[src/sv/rdd_out.sv]
// Output register plus skid register for the depth channel.
// Drives the pipeline advance enable. No package dependency.
`default_nettype none

module rdd_out #(
  parameter int unsigned DIST_BITS = 32
) (
  input  wire                  clk_i,
  input  wire                  rst_ni,
  input  wire                  pipe_valid_i,
  input  wire  [DIST_BITS-1:0] pipe_depth_i,
  output logic                 pipe_en_o,
  output logic                 out_valid_o,
  input  wire                  out_ready_i,
  output logic [DIST_BITS-1:0] depth_o
);

  logic                 out_valid_q, out_valid_d;
  logic                 skid_valid_q, skid_valid_d;
  logic [DIST_BITS-1:0] out_data_q, out_data_d;
  logic [DIST_BITS-1:0] skid_data_q, skid_data_d;

  // pipeline moves whenever the skid slot is free
  assign pipe_en_o = !skid_valid_q;

  always_comb begin
    out_valid_d  = out_valid_q;
    skid_valid_d = skid_valid_q;
    out_data_d   = out_data_q;
    skid_data_d  = skid_data_q;
    if (skid_valid_q) begin
      if (out_ready_i) begin
        out_data_d   = skid_data_q;
        skid_valid_d = 1'b0;
      end
    end else if (pipe_valid_i) begin
      if (!out_valid_q || out_ready_i) begin
        out_data_d  = pipe_depth_i;
        out_valid_d = 1'b1;
      end else begin
        skid_data_d  = pipe_depth_i;
        skid_valid_d = 1'b1;
      end
    end else if (out_ready_i) begin
      out_valid_d = 1'b0;
    end
  end

  always_ff @(posedge clk_i or negedge rst_ni) begin
    if (!rst_ni) begin
      out_valid_q  <= 1'b0;
      skid_valid_q <= 1'b0;
    end else begin
      out_valid_q  <= out_valid_d;
      skid_valid_q <= skid_valid_d;
    end
  end

  always_ff @(posedge clk_i) begin
    out_data_q  <= out_data_d;
    skid_data_q <= skid_data_d;
  end

  assign out_valid_o = out_valid_q;
  assign depth_o     = out_data_q;

endmodule

`default_nettype wire

[config.mk]
export PLATFORM = sky130hd
export DESIGN_NAME = rdd_out
export DESIGN_NICKNAME = d
export VERILOG_FILES = /design/src/sv/rdd_out.sv
export SDC_FILE = /design/constraint.sdc
export NUM_CORES = 1
export LEC_CHECK = 0
export BUFFER_PORTS_ARGS = -buffer_cell sky130_fd_sc_hd__buf_2
export CAP_MARGIN = 20
export CORE_MARGIN = 3
export CORE_UTILIZATION = 35
export CTS_CLUSTER_SIZE = 30
export DETAILED_ROUTE_END_ITERATION = 7
export PLACE_DENSITY = 0.59
export SKIP_LAST_GASP = 1
export SLEW_MARGIN = 20
export SYNTH_ARGS = -nofsm -noshare
export SYNTH_HDL_FRONTEND = slang
export SYNTH_SLANG_ARGS = --single-unit
[constraint.sdc]
create_clock -name clk_i -period 2.45 [get_ports clk_i]
set_clock_uncertainty 0.2 [all_clocks]
set_input_delay 0.1225 -clock clk_i [delete_from_list [all_inputs] [get_ports clk_i]]
set_output_delay 0.1225 -clock clk_i [all_outputs]
set_load 0.005 [all_outputs]
==> summary.txt <==
Worst setup path
  – Critical path arrival: around 1.8 ns
  – WS Path Type: reg -> reg
  – Critical Path Source Type: flop
  – Worst EP required: 2.34 ns
  – R2r setup slk: 0.54 ns
  – Crit end category: flop
  – CP max-delay cell: dfrtp_2
  – R2r worst-path depth: 2
  – CP peak stage delay: 0.73 ns
  – Crit-path cells: buf_4, mux2_2
  – Critical Path Source: skid_valid_q$_DFF_PN0_
  – WP depth: 2
  – R2r endpoint: depth_o[2]$_DFFE_PP_
  – CP Buf/Inv Count: 1
  – CP Capture Point: depth_o[2]$_DFFE_PP_
  – CP Max Fanout: 24
  – Reg2reg start: skid_valid_q$_DFF_PN0_
  – CP delay by family, top: flip-flops

Clock tree
  – H-tree depth: 3
  – Number of clock sinks: 66
  – Worst-Skew Late Latency: 0.33 ns
  – Worst-path clk slew: 0.07 ns
  – Clock Tree Buf Depth: 2
  – CTS Buf Count: 9
  – CTS tree: built
  – Clock root buffer: clkbuf_8

GRT
  – First-pass GRT wire length: 7.56 mm
  – Gr ovfl total: 0
  – GR Util All Layers: between 10% and 20%
  – Initial antenna violation count: 0
  – Largest net degree at the start of global routing: 25
  – Vias in the first global route: 1499

Detailed routing
  – Metal-1 WL: ~1.8 mm
  – Antenna-violating nets left: 0
  – Vias per cell: ~4.3
  – Via total after detailed routing: 1409
  – Initial DRC count: between 50 and 60
  – WL per Instance: roughly 15 µm
  – Top Layer Used: met4
  – First-pass DRT Iterations: 4
  – DR WL met2: ~2.7 mm
  – Detailed Route WL: 4.80 mm
  – DRC violations left: 0
  – Wire length on met3: 216 µm

Yosys
  – Top cell type's share of synthesized area: between 70% and 80%
  – Syn avg cell area: ~23 µm²
  – Post-synth top cells: edfxtp_1 (64), mux2_2 (17), mux2_4 (15)
  – Post-synthesis cell type count: 13
  – Syn. warnings: 0
  – Most frequent cell after synthesis: edfxtp_1
  – Post-synth ARST share: 3.03%
  – Ys flop type: edfxtp_1
  – Synthesized instance count: 110
  – #FFs+latches synth: 66
  – Dominant cell type by area after synthesis: edfxtp_1
  – Post-Syn Area: 0.00248 mm²
  – Post-synthesis sequential area ratio: between 70% and 80%
  – Synth Net Count: 146
  – Synth top area cells: edfxtp_1 (77%), mux2_4 (9.1%), mux2_2 (7.7%), dfrtp_1 (2.0%), buf_6 (1.4%)
  – Post-synth EDFFs: 64

Job
  – Max-Cap Viols: 0

Power and ir drop
  – Sw frac: between 20% and 30%
  – Combinational share of power: 11.8%
  – PD cells: 722 mW/mm²
  – P_int: 1980 µW
  – VDD IR max: 0.330 mV
  – Sw power: 545 µW
  – Seq pwr share: 54.8%
  – Clock network fraction of design power: between 30% and 40%
  – Pleak: 0.00137 µW

Die
  – FP Rows: 30
  – Die area: between 0.008 and 0.009 mm²
  – Initial Utilization: 36.3%
  – Core ar.: 0.00683 mm²
  – Num ports: 70
  – Die H: approximately 90 µm
  – Die Wd: 90.2 µm

STA
  – Slew @ Worst Pin: 0.565 ns
  – Setup-failing EPs final: 0
  – Final hold violation count: 0
  – Setup TNS: 0 ns
  – Post-route setup slack: 0.537 ns
  – RSZ-0062 raised after global routing: no
  – Crit share post-route: 78.1%
  – Peak Freq: 0.523 GHz
  – Slew margin rel.: 62.3%
  – Slew Viols, Final: 0
  – Final Critical Period: ~1.9 ns

Worst hold path
  – Hold Crit Start: pipe_depth_i[0]
  – HP Class: in -> reg

Finish
  – Final Non-Filler Cells: 329
  – Layout cells sized above 1: 52.8%
  – Area of the multi-input gates: 465 µm²
  – # diodes: 0
  – Final #Nets: 264
  – Filler cells: 585
  – Layout area overhead: 41.1%
  – Seq. cell area: 0.00197 mm²

Placement
  – HPWL Detailed: 3.17 mm
  – Port Buffer Count: 69
  – GP Congestion: 0.717
  – Inst Count DP: 276
  – Place WS: ~0.50 ns

Status
  – Status: completed
worst min path at each step:
stage                                           end  cells past startpoint
after detailed placement    out_valid_o$_DFFE_PN0P_                      1
final                      skid_data_q[0]$_DFFE_PP_                      2
after floorplan             out_valid_o$_DFFE_PN0P_                      0
after CTS                 skid_data_q[27]$_DFFE_PP_                      2
after global placement      out_valid_o$_DFFE_PN0P_                      1
after global routing      skid_data_q[30]$_DFFE_PP_                      2
timing repair:
action / 4_1_cts / 5_1_grt
setup buffers: 0 / 0
resized for setup: 0 / 0
hold endpoints to repair: 68 / 0
endpoints found under the setup margin: 0 / 0
hold buffers: 37 / 0
cell usage in the layout (no fill, tap or decap), types with 2 or more instances in the layout:
cell	netlist	routed
buf_2	1	69
buf_4	0	5
clkbuf_8	0	9
clkinv_1	0	2
clkinv_2	0	3
dlygate4sd3_1	0	37
edfxtp_1	64	64
mux2_2	17	17
mux2_4	15	15
nor2_1	2	2
per-layer routing:
| layer | global-route usage, % | vias up |
|---|---|---|
| li1 | - | 672 |
| met1 | 12.9 | 689 |
| met2 | 21.9 | 37 |
| met3 | 4.60 | 11 |
| met4 | 6.51 | 0 |
| met5 | 0 | - |
power groups by stage:
stage,Clock [µW],Sequential (µW),Combinational [µW]
2_1_floorplan,0,1400,138
3_3_place_gp,0,1410,246
3_5_place_dp,0,1410,257
4_1_cts,872,1390,304
5_1_grt,928,1390,322
6_report,843,1390,298
cell families after synthesis:
logic type             after synthesis  synth area share [%]
multiplexers                        32                  16.8
buffers and inverters                5                  1.72
AO/OA/AOI/OAI                        3                 0.908
AND/OR/NAND/NOR                      4                  1.06
flip-flops                          66                  79.5
flip-flops by register name (all words and copies together) (netlist names):
register      flops
depth_o          32
out_valid_o       1
skid_valid_q      1
skid_data_q      32
cell type report:
class | instances | area share (%)
clock inverter | 7 | 1.72
multi-input combinational | 39 | 13.3
inverter | 1 | 0.107
sequential | 66 | 56.4
tap | 96 | 3.43
clock buffer | 9 | 3.54
timing repair buffer | 111 | 21.5
stage by stage:
stage          hold WS (ns)  power [µW]  area, µm²  util (%)
5_1_grt               0.302        2640       3500      51.2
3_5_place_dp         -0.278        1670       2950      43.1
3_3_place_gp         -0.286        1650       2950      43.1
6_report              0.310        2530       3500      51.2
4_1_cts               0.291        2560       3500      51.2
2_1_floorplan        -0.373        1540       2480         -
(Power assumes the default switching activity.)
