[config.mk]
export PLATFORM = sky130hd
export DESIGN_NAME = rdd_sqrt
export DESIGN_NICKNAME = d
export VERILOG_FILES = /design/src/sv/rdd_pkg.sv /design/src/sv/rdd_sqrt.sv
export SDC_FILE = /design/constraint.sdc
export NUM_CORES = 2
export LEC_CHECK = 0
export ABC_AREA = 1
export BUFFER_PORTS_ARGS = -buffer_cell sky130_fd_sc_hd__buf_2
export CAP_MARGIN = 10
export CORE_MARGIN = 3
export CORE_UTILIZATION = 45
export DETAILED_ROUTE_END_ITERATION = 12
export MAX_ROUTING_LAYER = met4
export PLACE_DENSITY_LB_ADDON = 0.05
export SLEW_MARGIN = 5
export SYNTH_ARGS = -nofsm -noshare
export SYNTH_HDL_FRONTEND = slang
export SYNTH_SLANG_ARGS = --single-unit
export TNS_END_PERCENT = 20
[constraint.sdc]
create_clock -name clk_i -period 6.7 [get_ports clk_i]
set_input_delay 1.34 -clock clk_i [delete_from_list [all_inputs] [get_ports clk_i]]
set_output_delay 1.34 -clock clk_i [all_outputs]
set_load 0.01 [all_outputs]
[src/sv/rdd_pkg.sv]
// Package for the radial distance to planar depth block.
// Holds register codes, reset values, fixed widths and the config struct.
// No dependencies; used by rdd_front, rdd_sqrt, rdd_div and the top level.
`default_nettype none

package rdd_pkg;

  // Fixed widths of the arithmetic
  localparam int unsigned FOCAL_W    = 24;  // 1/f, unsigned Q0.24
  localparam int unsigned PRIN_W     = 16;  // principal point, Q12.4
  localparam int unsigned FRAC_BITS  = 20;  // fraction bits of u, v and the root
  localparam int unsigned PROD_SHIFT = 8;   // Q.4 * Q0.24 -> Q.20
  localparam int unsigned TERM_W     = 31;  // saturated |u|, |v|
  localparam int unsigned SQ_W       = 2 * TERM_W;
  localparam int unsigned SUM_W      = 64;
  localparam int unsigned ROOT_W     = SUM_W / 2;
  localparam int unsigned SQ_STEPS   = 2;   // root bits per sqrt stage
  localparam int unsigned SQ_STAGES  = ROOT_W / SQ_STEPS;
  localparam int unsigned DIV_STEPS  = 2;   // quotient bits per divider stage

  localparam logic [TERM_W-1:0] TERM_MAX = {TERM_W{1'b1}};
  localparam logic [SUM_W-1:0]  ONE_SQ   = SUM_W'(1) << (2 * FRAC_BITS);

  // Configuration port
  localparam int unsigned CFG_IDX_W  = 2;
  localparam int unsigned CFG_DATA_W = FOCAL_W;

  localparam logic [CFG_IDX_W-1:0] REG_INV_FOCAL_X = 2'd0;
  localparam logic [CFG_IDX_W-1:0] REG_INV_FOCAL_Y = 2'd1;
  localparam logic [CFG_IDX_W-1:0] REG_PRINCIPAL_X = 2'd2;
  localparam logic [CFG_IDX_W-1:0] REG_PRINCIPAL_Y = 2'd3;

  localparam logic [FOCAL_W-1:0] RST_INV_FOCAL_X = 24'd34865;
  localparam logic [FOCAL_W-1:0] RST_INV_FOCAL_Y = 24'd34953;
  localparam logic [PRIN_W-1:0]  RST_PRINCIPAL_X = 16'd5112;
  localparam logic [PRIN_W-1:0]  RST_PRINCIPAL_Y = 16'd3832;

  typedef struct packed {
    logic [FOCAL_W-1:0] inv_focal_x;
    logic [FOCAL_W-1:0] inv_focal_y;
    logic [PRIN_W-1:0]  principal_x;
    logic [PRIN_W-1:0]  principal_y;
  } cfg_t;

endpackage

`default_nettype wire

[src/sv/rdd_sqrt.sv]
// Pipelined integer square root, floor(sqrt(sum)), two root bits per stage.
// Carries the distance alongside. Uses rdd_pkg.
`default_nettype none

module rdd_sqrt #(
  parameter int unsigned DIST_BITS = 32
) (
  input  wire                          clk_i,
  input  wire                          rst_ni,
  input  wire                          en_i,
  input  wire                          valid_i,
  input  wire  [rdd_pkg::SUM_W-1:0]    sum_i,
  input  wire  [DIST_BITS-1:0]         dist_i,
  output logic                         valid_o,
  output logic [rdd_pkg::ROOT_W-1:0]   root_o,
  output logic [DIST_BITS-1:0]         dist_o
);

  localparam int unsigned STAGES = rdd_pkg::SQ_STAGES;
  localparam int unsigned STEPS  = rdd_pkg::SQ_STEPS;
  localparam int unsigned ROOT_W = rdd_pkg::ROOT_W;
  localparam int unsigned SUM_W  = rdd_pkg::SUM_W;
  // partial remainder stays <= 2*root, so ROOT_W+1 bits, plus two shifted in
  localparam int unsigned REM_W  = ROOT_W + 3;

  logic                 v_q    [STAGES];
  logic [REM_W-1:0]     rem_q  [STAGES];
  logic [ROOT_W-1:0]    root_q [STAGES];
  logic [SUM_W-1:0]     op_q   [STAGES];
  logic [DIST_BITS-1:0] dist_q [STAGES];

  for (genvar k = 0; k < STAGES; k++) begin : g_stage
    logic                 v_in;
    logic [REM_W-1:0]     rem_in, rem_d, trial;
    logic [ROOT_W-1:0]    root_in, root_d;
    logic [SUM_W-1:0]     op_in;
    logic [DIST_BITS-1:0] dist_in;

    if (k == 0) begin : g_first
      assign v_in    = valid_i;
      assign rem_in  = '0;
      assign root_in = '0;
      assign op_in   = sum_i;
      assign dist_in = dist_i;
    end else begin : g_next
      assign v_in    = v_q[k-1];
      assign rem_in  = rem_q[k-1];
      assign root_in = root_q[k-1];
      assign op_in   = op_q[k-1];
      assign dist_in = dist_q[k-1];
    end

    always_comb begin
      rem_d  = rem_in;
      root_d = root_in;
      trial  = '0;
      for (int j = 0; j < STEPS; j++) begin
        rem_d = {rem_d[REM_W-3:0], op_in[SUM_W-1-2*(STEPS*k+j) -: 2]};
        trial = {1'b0, root_d, 2'b01};
        if (rem_d >= trial) begin
          rem_d  = rem_d - trial;
          root_d = {root_d[ROOT_W-2:0], 1'b1};
        end else begin
          root_d = {root_d[ROOT_W-2:0], 1'b0};
        end
      end
    end

    always_ff @(posedge clk_i or negedge rst_ni) begin
      if (!rst_ni) begin
        v_q[k] <= 1'b0;
      end else if (en_i) begin
        v_q[k] <= v_in;
      end
    end

    always_ff @(posedge clk_i) begin
      if (en_i) begin
        rem_q[k]  <= rem_d;
        root_q[k] <= root_d;
        op_q[k]   <= op_in;
        dist_q[k] <= dist_in;
      end
    end
  end

  assign valid_o = v_q[STAGES-1];
  assign root_o  = root_q[STAGES-1];
  assign dist_o  = dist_q[STAGES-1];

endmodule

`default_nettype wire

==> impl_metrics.csv <==
group,metric,value,unit
logic_synthesis,synth_area,0.107,mm2
flow_run,cap_violations,0,
timing,max_slew_margin,17.9,%
timing,rsz0062_at_grt,"no",
floorplan,core_region_area,0.236,mm2
drt,first_pass_iters,5,
cells_and_area,area_delta_synth_final,10.0,%
grt,grt_pass1_wl,480000,um
critical_path,worstPathRequired,7.24,ns
clock_network,post_cts_buffers,0,
critical_path,critical_path_arrival,6.76,ns
placed_design,post_dp_cell_area,0.112,mm2
pwr,switchingPower,19.0,mW
timing,period_minus_slack,6.22,ns
floorplan,die-area,0.245,mm2
clock_network,htree_levels,4,
grt,grt_overflow_total,0,
pwr,p_int,26.6,mW
floorplan,fp.dieH,495,um
placed_design,port_buffers,164,
drt,drt_wl_total,314000,um
clock_network,clk_latency,0.87,ns
clock_network,numCtsBuffers,191,
clock_network,clockRootBuffer,"clkbuf_16",
critical_path,regToRegSetupSlack,0.48,ns
cells_and_area,fin_nets,13522,
timing,fmax,161,MHz
logic_synthesis,syn_avg_cell_area,8.52,um2
clock_network,clockBufferDepth,3,
floorplan,io-pin-count,165,
logic_synthesis,synth-edff-count,1737,
grt,grt_max_degree,189,
logic_synthesis,yosysTopAreaCellShare,48.5,%
grt,grtUsageTotal,25.9,%
pwr,peakVddDrop,251,uV
pwr,power_frac_seq,33.4,%
timing,tightest_slew,1.23,ns
clock_network,cts.sinks,1753,
critical_path,end_kind,"register",
worst_hold_path,hold_path.class,"primary input to asynchronous set/reset pin",
logic_synthesis,ys_seq_area_share,48.9,%
placed_design,gp_congestion,1.01,
pwr,sw_frac_of_total,41.7,%
drt,wl_per_cell,19.4,um
pwr,powerDensity,386,mW/mm2
timing,setup_viol,0,
drt,ant_nets,0,
critical_path,worstSetupStartpointType,"register",
grt,antenna_found_initial,7,
pwr,p_clk_share,23.3,%
timing,fin_crit_sh,92.9,%
outcome,status,"finished, final reports clean",
critical_path,reg2reg_from,"rem_q[1][121]",
logic_synthesis,synth_ff_type,"edfxtp_1",
timing,hold_viol,0,
floorplan,start_util,45.5,%
timing,final.setup_skew,0.0857,ns
clock_network,cts_tree,"yes",
logic_synthesis,synthCells,12607,
logic_synthesis,synthTopCellsByArea,"edfxtp_1 (49%), nand2_1 (12%), ha_1 (6.5%)",
logic_synthesis,async_flop_share,0.913,%
timing,slew_viol_final,0,
logic_synthesis,synth_area_leader_cell,"edfxtp_1",
floorplan,die_w,495,um
drt,vias,85886,
drt,drc,0,
grt,grt_pass1_vias,82356,
timing,setup_tns,0,ns
placed_design,hpwl,252000,um
cells_and_area,drive_gt1_share,6.50,%
cells_and_area,nFillCells,22630,
critical_path,timing.critical_path.from,"rem_q[1][121]",
pwr,pwr-share-comb,43.3,%
pwr,power,45.6,mW
logic_synthesis,synth_warnings,0,
drt,vias_per_cell,5.31,
drt,drtIter0Drc,7288,
clock_network,clk_pin_slew_worst_paths,0.07,ns
pwr,leakagePower,50.5,nW
logic_synthesis,yosysUniqueCellTypes,73,
logic_synthesis,ys_seq_elements,1753,
critical_path,critical_path_class,"register to register",
floorplan,rows,178,
critical_path,crit_fanout,42,
cells_and_area,fin_area,0.118,mm2
routing by layer:
metal  up-vias  global-route usage [%]  share of wire (%)
met2      2351                    41.9                 47
li1      42702                       -                  -
met4         0                    6.47                2.6
met5         -                       -                  0
met1     40388                    35.0                 45
met3       445                    2.89                5.0
power by group through the flow:
stage / Sequential [mW] / Combinational, mW / Clock, mW
after floorplan: 14.8 / 14.0 / 0
after global placement: 15.5 / 19.5 / 0
after detailed placement: 15.5 / 19.5 / 0
after CTS: 15.3 / 19.6 / 10.9
after global routing: 15.4 / 22.2 / 11.4
final: 15.3 / 19.8 / 10.6
metrics by stage:
step           worst slack (ns)  hold slack (ns)  instances  utilization [%]
3_3_place_gp              0.431            0.400      15822             47.3
4_1_cts                   0.417            0.291      16171             50.0
5_1_grt                  0.0432            0.339      16177             50.0
2_1_floorplan              2.51            0.400      12609                -
3_5_place_dp              0.415            0.405      15822             47.3
6_report                  0.476            0.357      16179             50.0
cells in the final DEF (no fill, tap or decap), types with 67 or more instances in the layout:
cell type and n:
o21ai_1 67, nor2_1 1301, xor2_1 240, o21ai_0 680, inv_1 1693, nand4_1 217, edfxtp_1 1737, nand3_1 761
nor3_1 179, clkbuf_16 192, a21oi_1 665, o21bai_1 69, nand2_1 3340, ha_1 557, xnor2_1 270, buf_2 163
worst max-delay path: stages, from the launching register on:
cell	delay [ns]
edfxtp_1	0.50
ha_1	0.42
a21oi_1	0.32
nand2_1	0.09
a21oi_1	0.30
nand3_1	0.37
nand2_1	0.27
nand2_2	0.08
inv_2	0.47
o21ai_0	0.34
ha_1	0.44
nand2_1	0.16
nor4_1	0.44
and3_1	0.24
nand3_1	0.19
nor2_1	0.14
nand3_1	0.08
nand2_1	0.39
inv_1	0.09
buf_4	0.27
nand2_1	0.10
o21ai_0	0.13
final timing paths:
path | end | depth (start not counted)
worst max-delay path | rem_q[1][149] | 21
worst min-delay path | valid_o | 1
worst max register to register | rem_q[1][149] | 21
worst min register to register | op_q[0][469] | 0
max in group asynchronous | g_stage[2].v_in | 1
min in group clk_i | op_q[0][469] | 0
state kept, by name (all words and copies together) (netlist names):
register,count
root_q,272
rem_q,473
valid_o,1
dist_q,512
op_q,480
g_stage.v_in,15
timing repair:
action / in CTS / in global routing
gates resized for setup: 0 / 1
hold buffers: 0 / 0
endpoints found under the setup margin: 0 / 17
synthesized netlist by cell type (all sizes together), types with 70 or more instances:
cell type and number:
xor2 241, buf 119, nor2 1369, ha 557
edfxtp 1737, nand3 796, a21oi 720, nand4 218
nor3 191, o21bai 70, xnor2 270, nand2 3385
inv 1739, o21ai 768
final cells by class:
cell class	instances	area, um2	area share (%)
Inverter	1743	6550	5.54
Timing Repair Buffer	235	1530	1.30
Antenna cell	8	20.0	0.0169
Clock buffer	222	4920	4.16
Multi-Input combinational cell	8941	47200	39.9
Tap cell	3150	3940	3.33
Sequential cell	1753	52600	44.5
Clock inverter	127	1520	1.29
logic make-up after synthesis:
logic type	synth area share (%)
AOI/OAI and AO/OA	9.05
xor gates and xnor gates	4.18
adders and majority gates	6.49
buffers and inverters	7.20
DFF	48.9
muxes	0.00932
other	0.00349
and+or+nand+nor	24.2
(Power assumes the default switching activity.)
