`src/sv/rdd_pkg.sv`:
```
// Package for the radial distance to planar depth block.
// Holds register codes, reset values, fixed widths and the config struct.
// No dependencies; used by rdd_front, rdd_sqrt, rdd_div and the top level.
`default_nettype none

package rdd_pkg;

  // Fixed widths of the arithmetic
  localparam int unsigned FOCAL_W    = 24;  // 1/f, unsigned Q0.24
  localparam int unsigned PRIN_W     = 16;  // principal point, Q12.4
  localparam int unsigned FRAC_BITS  = 20;  // fraction bits of u, v and the root
  localparam int unsigned PROD_SHIFT = 8;   // Q.4 * Q0.24 -> Q.20
  localparam int unsigned TERM_W     = 31;  // saturated |u|, |v|
  localparam int unsigned SQ_W       = 2 * TERM_W;
  localparam int unsigned SUM_W      = 64;
  localparam int unsigned ROOT_W     = SUM_W / 2;
  localparam int unsigned SQ_STEPS   = 2;   // root bits per sqrt stage
  localparam int unsigned SQ_STAGES  = ROOT_W / SQ_STEPS;
  localparam int unsigned DIV_STEPS  = 2;   // quotient bits per divider stage

  localparam logic [TERM_W-1:0] TERM_MAX = {TERM_W{1'b1}};
  localparam logic [SUM_W-1:0]  ONE_SQ   = SUM_W'(1) << (2 * FRAC_BITS);

  // Configuration port
  localparam int unsigned CFG_IDX_W  = 2;
  localparam int unsigned CFG_DATA_W = FOCAL_W;

  localparam logic [CFG_IDX_W-1:0] REG_INV_FOCAL_X = 2'd0;
  localparam logic [CFG_IDX_W-1:0] REG_INV_FOCAL_Y = 2'd1;
  localparam logic [CFG_IDX_W-1:0] REG_PRINCIPAL_X = 2'd2;
  localparam logic [CFG_IDX_W-1:0] REG_PRINCIPAL_Y = 2'd3;

  localparam logic [FOCAL_W-1:0] RST_INV_FOCAL_X = 24'd34865;
  localparam logic [FOCAL_W-1:0] RST_INV_FOCAL_Y = 24'd34953;
  localparam logic [PRIN_W-1:0]  RST_PRINCIPAL_X = 16'd5112;
  localparam logic [PRIN_W-1:0]  RST_PRINCIPAL_Y = 16'd3832;

  typedef struct packed {
    logic [FOCAL_W-1:0] inv_focal_x;
    logic [FOCAL_W-1:0] inv_focal_y;
    logic [PRIN_W-1:0]  principal_x;
    logic [PRIN_W-1:0]  principal_y;
  } cfg_t;

endpackage

`default_nettype wire

```
`src/sv/rdd_div.sv`:
```
// Pipelined rounding divider: depth = floor((dist*2^21 + t) / (2t)).
// One setup stage, then two quotient bits per stage. Uses rdd_pkg.
`default_nettype none

module rdd_div #(
  parameter int unsigned DIST_BITS = 32
) (
  input  wire                          clk_i,
  input  wire                          rst_ni,
  input  wire                          en_i,
  input  wire                          valid_i,
  input  wire  [rdd_pkg::ROOT_W-1:0]   root_i,
  input  wire  [DIST_BITS-1:0]         dist_i,
  output logic                         valid_o,
  output logic [DIST_BITS-1:0]         depth_o
);

  localparam int unsigned ROOT_W = rdd_pkg::ROOT_W;
  localparam int unsigned STEPS  = rdd_pkg::DIV_STEPS;
  localparam int unsigned STAGES = (DIST_BITS + STEPS - 1) / STEPS;
  localparam int unsigned NUM_W  = DIST_BITS + rdd_pkg::FRAC_BITS + 2;
  localparam int unsigned TOP_W  = NUM_W - DIST_BITS;
  localparam int unsigned DEN_W  = ROOT_W + 1;
  localparam int unsigned REM_W  = DEN_W + 1;

  // setup stage: numerator and doubled divisor
  logic                 vs_q;
  logic [NUM_W-1:0]     num_q;
  logic [DEN_W-1:0]     den_q;
  logic [NUM_W-1:0]     num_d;

  assign num_d = (NUM_W'(dist_i) << (rdd_pkg::FRAC_BITS + 1)) + NUM_W'(root_i);

  always_ff @(posedge clk_i or negedge rst_ni) begin
    if (!rst_ni) begin
      vs_q <= 1'b0;
    end else if (en_i) begin
      vs_q <= valid_i;
    end
  end

  always_ff @(posedge clk_i) begin
    if (en_i) begin
      num_q <= num_d;
      den_q <= {root_i, 1'b0};
    end
  end

  logic                 v_q   [STAGES];
  logic [REM_W-1:0]     rem_q [STAGES];
  logic [DIST_BITS-1:0] quo_q [STAGES];
  logic [DIST_BITS-1:0] low_q [STAGES];
  logic [DEN_W-1:0]     den_s [STAGES];

  for (genvar k = 0; k < STAGES; k++) begin : g_stage
    logic                 v_in;
    logic [REM_W-1:0]     rem_in, rem_d;
    logic [DIST_BITS-1:0] quo_in, quo_d, low_in;
    logic [DEN_W-1:0]     den_in;

    if (k == 0) begin : g_first
      // quotient fits DIST_BITS, so the top part is already below the divisor
      assign v_in   = vs_q;
      assign rem_in = REM_W'(num_q[NUM_W-1 -: TOP_W]);
      assign quo_in = '0;
      assign low_in = num_q[DIST_BITS-1:0];
      assign den_in = den_q;
    end else begin : g_next
      assign v_in   = v_q[k-1];
      assign rem_in = rem_q[k-1];
      assign quo_in = quo_q[k-1];
      assign low_in = low_q[k-1];
      assign den_in = den_s[k-1];
    end

    always_comb begin
      rem_d = rem_in;
      quo_d = quo_in;
      for (int j = 0; j < STEPS; j++) begin
        if (STEPS * k + j < DIST_BITS) begin
          rem_d = {rem_d[REM_W-2:0], low_in[DIST_BITS-1-(STEPS*k+j)]};
          if (rem_d >= REM_W'(den_in)) begin
            rem_d = rem_d - REM_W'(den_in);
            quo_d = {quo_d[DIST_BITS-2:0], 1'b1};
          end else begin
            quo_d = {quo_d[DIST_BITS-2:0], 1'b0};
          end
        end
      end
    end

    always_ff @(posedge clk_i or negedge rst_ni) begin
      if (!rst_ni) begin
        v_q[k] <= 1'b0;
      end else if (en_i) begin
        v_q[k] <= v_in;
      end
    end

    always_ff @(posedge clk_i) begin
      if (en_i) begin
        rem_q[k] <= rem_d;
        quo_q[k] <= quo_d;
        low_q[k] <= low_in;
        den_s[k] <= den_in;
      end
    end
  end

  assign valid_o = v_q[STAGES-1];
  assign depth_o = quo_q[STAGES-1];

endmodule

`default_nettype wire

```
`config.mk`:
```
export PLATFORM = sky130hd
export DESIGN_NAME = rdd_div
export DESIGN_NICKNAME = d
export VERILOG_FILES = /design/src/sv/rdd_pkg.sv /design/src/sv/rdd_div.sv
export SDC_FILE = /design/constraint.sdc
export NUM_CORES = 2
export LEC_CHECK = 0
export BUFFER_PORTS_ARGS = -buffer_cell sky130_fd_sc_hd__buf_2
export CAP_MARGIN = 30
export CELL_PAD_IN_SITES_DETAIL_PLACEMENT = 1
export CELL_PAD_IN_SITES_GLOBAL_PLACEMENT = 1
export CORE_MARGIN = 5
export CORE_UTILIZATION = 44
export CTS_CLUSTER_DIAMETER = 150
export DETAILED_ROUTE_END_ITERATION = 8
export PLACE_DENSITY = 0.78
export SLEW_MARGIN = 0
export SYNTH_ARGS = -nofsm -noshare
export SYNTH_HDL_FRONTEND = slang
export SYNTH_SLANG_ARGS = --single-unit
export TNS_END_PERCENT = 5
```
`constraint.sdc`:
```
create_clock -name clk_i -period 19.85 [get_ports clk_i]
set_input_delay 3.97 -clock clk_i [delete_from_list [all_inputs] [get_ports clk_i]]
set_output_delay 3.97 -clock clk_i [all_outputs]
set_load 0.03 [all_outputs]
```
==> summary.txt <==
Worst setup path
  – Critical Path Source Type: flop
  – Worst R2R Start: low_q[1][102]$_DFFE_PP_
  – Worst EP arrival: 9.01 ns
  – Crit. End Element: flop
  – WS Path Type: flop to flop
  – Critical Path RT: 20.44 ns
  – Crit-path max FO: 33
  – Setup crit start: low_q[1][102]$_DFFE_PP_

Synthesis
  – Top-area cell type share of the netlist area: 39.10%
  – Fraction of registers with async set/reset: 1.265%
  – Count leader, synth: edfxtp_1
  – Post-Syn Area: 0.1019 mm²
  – Syn Inst Count: 10084
  – Top FF cell, synth: edfxtp_1
  – Top post-synthesis cells by count: edfxtp_1 (1327), ha_1 (1024), a21oi_1 (951), inv_1 (789), nand2_1 (625)
  – Unique cell type count in the Yosys netlist: 105
  – Register bit total from synthesis: 1344
  – Synth Net Count: 11208
  – Post-synth top area cell: edfxtp_1
  – Register area share after synthesis: 39.51%
  – EDFF count, synth: 1327
  – Synth top area cells: edfxtp_1 (39%), ha_1 (13%), mux2_2 (6.3%), xnor2_1 (5.3%), a21oi_1 (4.7%)
  – Yosys warns: 0
  – Post-synthesis area per instance: 10.11 µm²

Floorplan
  – # IOs: 101
  – Core Area: 0.2303 mm²
  – Die area: 0.2414 mm²
  – Row cnt: 176
  – Initial Util: 44.25%
  – Die width: 491.3 µm
  – Die height: 491.3 µm

Clock tree
  – Num CTS Buffers: 159
  – CTS clk-pin slew, worst paths: 0.06 ns
  – # hold bufs at CTS: 0
  – CTS sink cnt: 1344
  – H-tree depth: 4
  – CTS tree: done
  – Root Buffer: clkbuf_16
  – Post-CTS resize count: 0
  – Longest Clk Path Bufs: 3
  – Post-CTS Setup Bufs: 0
  – Clk_lat worst skew: 0.88 ns

Place
  – Final Wtd Congestion: 0.9275
  – DP Area: 0.1059 mm²
  – Number of buffers added on ports: 100
  – Placed Instances: 13060
  – Detailed-placement wirelength estimate: 243300 µm

Drt
  – Initial drt markers: 4728
  – Drt total wl: 309300 µm
  – Post-DRT Antenna Nets: 0
  – Post-route DRC violation count: 0
  – WL per Instance: 23.16 µm
  – Number of vias per cell: 5.958
  – TritonRoute pass-1 iters: 5
  – Vias: 79575

STA
  – Setup violations, final: 0
  – FMAX: 118.9 MHz
  – Final hold viol count: 0
  – Sum Neg Setup Slack: 0 ns
  – Clock Skews: 0.05383 ns
  – Slew HR: 27.53%
  – Tmin final: 8.412 ns
  – RSZ-0062 raised after global routing: false
  – Share of the clock period used by the worst path: 42.38%
  – Slew Limit Fails: 0
  – Slew @ Worst Pin: 1.087 ns

Finish
  – Cell Count, Final, Fillers Out: 13357
  – Fillers: 25598
  – Final layout net count: 11325
  – Fraction of layout cells with a size suffix above 1: 10.49%
  – Syn-to-layout area delta: 9.455%
  – Final std cell area, no fill: 0.1116 mm²

Global route
  – Largest net degree at the start of global routing: 196
  – Tot GR Track Use: 24.83%
  – Vias in the first global route: 85101
  – First-pass GRT wire length: 481400 µm
  – Antenna violations before repair: 4
  – GRT Residual Overflow: 0

Status
  – Run status: finished clean

Flow run
  – Max_cap viols: 0

Worst hold path
  – Hold_sp: quo_q[1][165]$_DFFE_PP_
  – HP Class: flop to flop
sequential cells by signal, summed over array words and instances (netlist names):
| signal | cells |
|---|---|
| quo_q | 272 |
| den_s | 165 |
| g_stage.v_in | 16 |
| low_q | 338 |
| num_q | 54 |
| rem_q | 487 |
| valid_o | 1 |
| den_q | 11 |
logic make-up (layout without fill, tap and decap cells):
kind of cell	Yosys count	in the layout	synth area share, %
xor+xnor	862	862	7.407
other cells	0	2	0
flops	1344	1344	39.51
fa+ha+maj	1056	1056	13.20
compound gates	2954	2954	18.33
mux	655	655	7.184
buf+inv	998	1243	3.783
simple gates	2215	2215	10.59
placed cells by master (no fill, tap or decap), drive strengths merged, types with 30 or more instances in the layout:
cell	count
edfxtp	1327
ha	1024
a21oi	952
inv	800
o21ai	636
nand2	625
xnor2	621
mux2	612
nor2	568
a21o	481
xor2	241
clkbuf	180
nand3	167
buf	159
nand4	156
o21bai	148
nand2b	122
o21a	121
nor2b	114
nor3	101
a31oi	94
and3	86
a211oi	74
clkinv	64
o31ai	56
o211ai	53
and2	49
mux2i	43
or3	40
nor4	39
fa	32
a221oi	31
or2	30
path summary, 6_finish.rpt:
path                            slack, ns                      endpoint  cells after the start
worst max-delay path                11.44       rem_q[1][143]$_DFFE_PP_                     25
min in group asynchronous            3.03  g_stage[11].v_in$_DFFE_PN0P_                      1
worst min register to register       0.41       quo_q[1][199]$_DFFE_PP_                      0
worst min-delay path                 0.41       quo_q[1][199]$_DFFE_PP_                      0
worst max register to register      11.44       rem_q[1][143]$_DFFE_PP_                     25
max in group asynchronous           16.55   g_stage[6].v_in$_DFFE_PN0P_                      1
metrics by stage:
stage	utilization, %	hold WS [ns]	setup slack [ns]
2_1_floorplan	-	0.4003	13.12
3_3_place_gp	45.96	0.4002	11.65
3_5_place_dp	45.99	0.4052	11.50
4_1_cts	48.38	0.4112	11.71
5_1_grt	48.43	0.4212	11.07
6_report	48.43	0.4118	11.44
metal layers:
layer	vias up	share of wire, %	track usage, %
met5	-	0.0042	0
met4	2	5.1	11.42
met3	666	3.2	2.658
met2	1594	51	45.40
met1	39618	41	29.14
li1	37695	-	-
worst max-delay path, stage by stage (launching register included):
cell       delay [ns]
edfxtp_1         0.58
inv_1            0.15
ha_1             0.39
and4_1           0.45
o311a_1          0.30
o211ai_1         0.17
a21oi_1          0.29
nor3_1           0.18
o31ai_1          0.62
a31o_2           0.57
buf_4            0.42
nor2_1           0.07
a21oi_1          0.28
ha_1             0.32
nor2b_1          0.14
o21ai_0          0.32
a21boi_0         0.22
o21ai_0          0.21
nand2b_1         0.19
a31oi_1          0.61
o2111ai_1        0.24
nand4_1          0.15
a31oi_1          0.16
a211oi_4         0.19
buf_4            0.45
mux2_2           0.41
area by class of cell:
class | instances | area [µm²] | share of cell area [%]
inverter | 793 | 2977 | 2.668
sequential | 1344 | 40270 | 36.10
multi-input combinational | 7742 | 57930 | 51.93
tap | 3026 | 3786 | 3.394
clock buffer | 179 | 4054 | 3.634
clock inverter | 110 | 1444 | 1.294
timing repair buffer | 161 | 1094 | 0.9802
antenna | 2 | 5.005 | 0.004486
Power is left out: the tool's default activity adds up to more than one toggle a clock period on the data nets, which glitch-free logic cannot reach.
